--- src/design/ktm_pkg.sv ---
package ktm_pkg;

  localparam int unsigned SINE_TABLE_ENTRIES = 1024;
  localparam int unsigned SINE_IDX_W = $clog2(SINE_TABLE_ENTRIES);

  localparam int unsigned PHASE_W = 32;
  localparam int unsigned SHIFT_W = 31;
  localparam int unsigned ENV_W = 16;
  localparam int unsigned SAMPLE_W = 16;
  localparam int unsigned RATE_W = 12;
  localparam int unsigned CFG_IDX_W = 2;
  localparam int unsigned CFG_DATA_W = 32;

  localparam logic [ENV_W-1:0] ENV_TARGET_OOK = 16'd23593;
  localparam logic [ENV_W-1:0] ENV_TARGET_FSK = 16'd18350;
  localparam logic [RATE_W-1:0] ENV_RATE_OOK = 12'd2621;
  localparam logic [RATE_W-1:0] ENV_RATE_FSK = 12'd1966;
  localparam logic [63:0] HALF_PI_Q30 = 64'd1686629713;

  typedef enum logic [CFG_IDX_W-1:0] {
    REG_TONE_STEP  = 2'd0,
    REG_SHIFT_STEP = 2'd1,
    REG_MODE_FSK   = 2'd2,
    REG_PIXEL_STEP = 2'd3
  } cfg_reg_e;

  typedef struct packed {
    logic load_item;
    logic upd_env;
    logic load_out;
  } dp_cmd_t;

  typedef logic signed [SAMPLE_W-1:0] sine_lut_t [SINE_TABLE_ENTRIES];

  // Quarter-wave folding and a Taylor series in Q30, terms up to x^9.
  function automatic logic signed [SAMPLE_W-1:0] sine_entry(input int unsigned k);
    logic [63:0] turns;
    logic [1:0]  quad;
    logic [63:0] r;
    logic [63:0] x;
    logic [63:0] x2;
    logic [63:0] t;
    logic signed [63:0] sum;
    logic [63:0] amp;
    turns = (64'(k) << 32) / SINE_TABLE_ENTRIES;
    quad = turns[31:30];
    r = {34'd0, turns[29:0]};
    if (quad[0]) begin
      r = (64'd1 << 30) - r;
    end
    x = (r * HALF_PI_Q30) >> 30;
    x2 = (x * x) >> 30;
    sum = signed'(x);
    t = ((x * x2) >> 30) / 64'd6;
    sum = sum - signed'(t);
    t = ((t * x2) >> 30) / 64'd20;
    sum = sum + signed'(t);
    t = ((t * x2) >> 30) / 64'd42;
    sum = sum - signed'(t);
    t = ((t * x2) >> 30) / 64'd72;
    sum = sum + signed'(t);
    if (sum < 0) begin
      sum = 0;
    end
    amp = (unsigned'(sum) * 64'd32767 + (64'd1 << 29)) >> 30;
    if (amp > 64'd32767) begin
      amp = 64'd32767;
    end
    return quad[1] ? -signed'(amp[SAMPLE_W-1:0]) : signed'(amp[SAMPLE_W-1:0]);
  endfunction

  function automatic sine_lut_t build_sine_lut();
    sine_lut_t lut;
    for (int unsigned i = 0; i < SINE_TABLE_ENTRIES; i++) begin
      lut[i] = sine_entry(i);
    end
    return lut;
  endfunction

endpackage

--- src/design/ktm_ctrl.sv ---
module ktm_ctrl import ktm_pkg::*; (
  input  logic    clk_i,
  input  logic    rst_ni,
  input  logic    in_valid_i,
  output logic    in_ready_o,
  output logic    out_valid_o,
  input  logic    out_ready_i,
  output dp_cmd_t cmd_o
);

  typedef enum logic [2:0] {
    ST_IDLE = 3'b001,
    ST_ENV  = 3'b010,
    ST_MUL  = 3'b100
  } state_e;

  state_e state_q, state_d;
  logic   out_valid_q, out_valid_d;
  logic   slot_free;

  assign slot_free = !out_valid_q || out_ready_i;
  assign in_ready_o = (state_q == ST_IDLE);
  assign out_valid_o = out_valid_q;

  always_comb begin
    state_d = state_q;
    cmd_o = '0;
    unique case (state_q)
      ST_IDLE: begin
        if (in_valid_i) begin
          cmd_o.load_item = 1'b1;
          state_d = ST_ENV;
        end
      end
      ST_ENV: begin
        cmd_o.upd_env = 1'b1;
        state_d = ST_MUL;
      end
      ST_MUL: begin
        if (slot_free) begin
          cmd_o.load_out = 1'b1;
          state_d = ST_IDLE;
        end
      end
      default: begin
        state_d = ST_IDLE;
      end
    endcase
  end

  always_comb begin
    out_valid_d = out_valid_q;
    if (cmd_o.load_out) begin
      out_valid_d = 1'b1;
    end else if (out_ready_i) begin
      out_valid_d = 1'b0;
    end
  end

  always_ff @(posedge clk_i or negedge rst_ni) begin
    if (!rst_ni) begin
      state_q <= ST_IDLE;
      out_valid_q <= 1'b0;
    end else begin
      state_q <= state_d;
      out_valid_q <= out_valid_d;
    end
  end

endmodule

--- config.mk ---
export PLATFORM = sky130hd
export DESIGN_NAME = ktm_ctrl
export DESIGN_NICKNAME = d
export VERILOG_FILES = /design/src/design/ktm_pkg.sv /design/src/design/ktm_ctrl.sv
export SDC_FILE = /design/constraint.sdc
export NUM_CORES = 1
export LEC_CHECK = 0
export BUFFER_PORTS_ARGS = -buffer_cell sky130_fd_sc_hd__buf_2
export CAP_MARGIN = 20
export CORE_AREA = 2 2 39 41
export DETAILED_ROUTE_END_ITERATION = 16
export DIE_AREA = 0 0 41 43
export GPL_ROUTABILITY_DRIVEN = 1
export PLACE_DENSITY_LB_ADDON = 0.05
export SLEW_MARGIN = 20
export SYNTH_ARGS = -nofsm -noshare
export SYNTH_HDL_FRONTEND = slang
export SYNTH_SLANG_ARGS = --single-unit
--- constraint.sdc ---
create_clock -name clk_i -period 2.46 [get_ports clk_i]
set_input_delay 0.246 -clock clk_i [delete_from_list [all_inputs] [get_ports clk_i]]
set_output_delay 0.246 -clock clk_i [all_outputs]
set_load 0.05 [all_outputs]
---- Yosys cells after proc, flatten, opt, wreduce, memory -nomap -nowiden ----
Index checks and enable logic that the tools add are counted.
cells by class
  eq/ne operators ......................... 5
  multiplexer cells ....................... 10
  reduce and logical (&&, ||, !) cells .... 4
operator list
  kind                  number
  $pmux W3 S3           1
  $mux W1               7
  $mux W3               2
  $ne A2 B2 Y1 const B  2
  $eq A3 B1 Y1 const B  1
  $eq A3 B2 Y1 const B  1
  $eq A3 B3 Y1 const B  1
  $reduce_and A2 Y1     1
  $reduce_bool A2 Y1    1
  $logic_not A1 Y1      1
  $logic_or A1 B1 Y1    1
storage, ports and cells
  flip-flop bits (word level) ............. 4
  input port bits ......................... 4
  output and inout bits ................... 5
  word-level logic and storage cells ...... 21

---- Longest topological paths before layout ----
  word-level depth ........................ 5
  mapped depth ............................ 3
  mapped depth without buffers ............ 2

---- Least setup slack after synthesis ----
No wires, ideal clock.
  kind .................................... register to output
  start ................................... reg state_q[0]
  end ..................................... out in_ready_o
  data arrival time ....................... 1.689 ns
  data required time ...................... 2.214 ns
  path slack .............................. 0.525 ns
  stages on the path, launching flop included .. 3
  path buffers ............................ 0
  cells stage by stage .................... dfstp_2 inv_1 nor3_1
on the way
  cells in the longest elaborated chain, start to end .. 1
RTL lines
  item                    RTL line        RTL
  start, declared         ktm_ctrl.sv:17  state_e state_q, state_d;
  start signal, assigned  ktm_ctrl.sv:65  state_q <= state_d;
  $eq A3 B1 Y1            ktm_ctrl.sv:22  assign in_ready_o = (state_q == ST_IDLE);
  end, declared           ktm_ctrl.sv:5   output logic in_ready_o,
Every way passes these cells.

==> out/results.txt <==
status - complete, no violations
sequential power share - 30.6%
Area growth, synth to finish - 35.52%
DRC Markers - 0
first-pass detailed-route iteration total - 2
top routing layer in use - met3
Max Clk Rate - 593.9 MHz
Root Buffer - clkbuf_4
number of port buffers - 8
DP Area - 274.0 um2
max-slew violation count - 0
Post-Syn Area per Cell - 11.45 um2
Routed WL - 483 um
fin crit share - 68.45%
slew at the pin closest to its max-slew limit - 0.2759 ns
RSZ-0062 raised after global routing - false
post-synthesis register bit count - 4
Die Width - 41 um
Synth cell types - 13
R2R Setup Slk - 1.45 ns
first-pass GRT wire length - 807 um
Cells after Synth - 20
Post-CTS Setup Bufs - 0
CP startpoint kind - flip-flop
CTS Buffer Depth - 2
post-synthesis net count - 24
initial core utilization - 16.55%
critical path type - reg -> out
die area - 0.001763 mm2
Slew headroom - 81.57%
Seq/Total Area, Yosys - 44.26%
power per cell area - 1288 mW/mm2
clk sink count - 4
Tot GR Track Use - 7.452%
placed cell count - 42
Non-Filler Instances - 47
WP data required - 2.21 ns
Hold Fails Final Rpt - 0
RD Place Congestion - 0.6005
WHS - 0.2402 ns
die height - 43 um
Reg clk slew, reported paths - 0.04 ns
via count - 185
Cell Rows - 14
Final #Nets - 36
final total power - 0.3996 mW
post-cts resize count - 0
switch share - 46.42%
H-tree depth - 1
setup violators final - 0
largest net degree at the start of global routing - 8
synth warn - 0
clock buffer count from CTS - 3
leakage power - 0.1481 nW
initial antenna violation count - 0
Max-cap violations - 0
worst clock skew - 0.008090 ns
Critical Path AT - 1.44 ns
Antenna diodes - 0
design area - 310.3 um2
worst-path fanout max - 7
CORE AREA - 0.001384 mm2
vias in the first global route - 199
worst vdd ir - 334.8 uV
combinational share of power - 47.6%
Clk network pwr share - 21.8%
hold buffer count at cts - 1
share of cells above drive strength 1 - 58.06%
CP Capture Type - primary output
WL met3 - 28 um
wl on met1 - 228 um
final antenna-violating net count - 0
setup TNS - 0 ns
Fillers - 155
minimum clock period - 1.684 ns
GRT overflow - 0
io pins - 9
vias per cell - 3.936
Post-Syn Area - 229.0 um2
CTS tree - done
DR iter-0 viols - 1
Sw Pwr - 0.1855 mW
met2 WL - 226 um
Worst-Skew Late Latency - 0.24 ns
Routed wire per std cell - 10.28 um
hold crit path type - in -> reg
Cell Int Power - 0.2141 mW
==> power groups by stage <==
stage / logic [mW] / registers, mW / clock network, mW
4_1_cts: 0.193 / 0.123 / 0.0933
3_3_place_gp: 0.192 / 0.125 / 0
6_report: 0.190 / 0.122 / 0.0873
5_1_grt: 0.202 / 0.128 / 0.100
2_1_floorplan: 0.154 / 0.122 / 0
3_5_place_dp: 0.192 / 0.124 / 0
==> worst max-delay path: stages (launching register included) <==
cell and delay (ns):
dfrtp_1 0.43, or3b_1 0.40, a21oi_2 0.11, buf_2 0.27
==> layer usage <==
layer  track usage (%)  vias to the layer above
met4             6.000                        0
met3             4.712                        0
li1                  -                       93
met5                 0                        -
met2             9.688                        7
met1             8.117                       85
==> path summary, 6_finish.rpt <==
check                            startpoint           to  depth (start not counted)
worst max-delay path             state_q[1]     cmd_o[0]                          3
worst min-delay path            out_ready_i  out_valid_o                          2
worst max register to register   state_q[1]  out_valid_o                          2
worst min register to register   state_q[0]   state_q[0]                          2
max in group asynchronous            rst_ni   state_q[0]                          2
min in group asynchronous            rst_ni  out_valid_o                          2
==> Yosys cell counts <==
| library cell | number | share of area, % |
|---|---|---|
| or3b_1 | 1 | 3.8 |
| o21ai_0 | 1 | 2.2 |
| nor3_1 | 1 | 2.2 |
| a211oi_2 | 1 | 5.5 |
| dfstp_2 | 1 | 11 |
| inv_1 | 3 | 4.9 |
| and2b_2 | 1 | 3.8 |
| buf_4 | 2 | 6.6 |
| and4bb_2 | 3 | 16 |
| a21oi_2 | 1 | 3.8 |
| dfrtp_1 | 3 | 33 |
| o21a_1 | 1 | 3.3 |
| nor3b_1 | 1 | 3.3 |
==> kinds of logic after synthesis <==
| family | share of synthesized area (%) |
|---|---|
| compound gates | 14.75 |
| buf+inv | 11.47 |
| flops | 44.26 |
| simple gates | 29.51 |
==> placed cells by master, fill, tap and decap left out <==
cell,n
clkbuf_4,3
o21ai_0,1
inv_1,3
buf_2,8
and4bb_2,3
dfstp_2,1
clkbuf_1,1
and2b_2,1
a21oi_2,1
dlygate4sd3_1,1
o21a_1,1
nor3b_1,1
dfrtp_1,3
or3b_1,1
a211oi_2,1
nor3_1,1
==> registers in the layout, summed over array words and instances (netlist names) <==
register and count:
out_valid_o 1, state_q 3
==> per-stage QoR <==
stage,util (%),worst slack [ns]
2_1_floorplan,-,0.5252
5_1_grt,22.42,0.6767
3_3_place_gp,19.80,1.024
6_report,22.42,0.7761
3_5_place_dp,19.80,1.014
4_1_cts,22.42,0.7502
==> area by class of cell <==
cell class / count / area, um2 / area share [%]
Inverter: 3 / 11.26 / 3.629
Clock buffer: 4 / 26.28 / 8.468
Timing Repair Buffer: 9 / 50.05 / 16.13
Multi-Input combinational cell: 11 / 101.3 / 32.66
Tap cell: 16 / 20.02 / 6.452
Sequential cell: 4 / 101.3 / 32.66
Power figures use the tool's default switching activity.
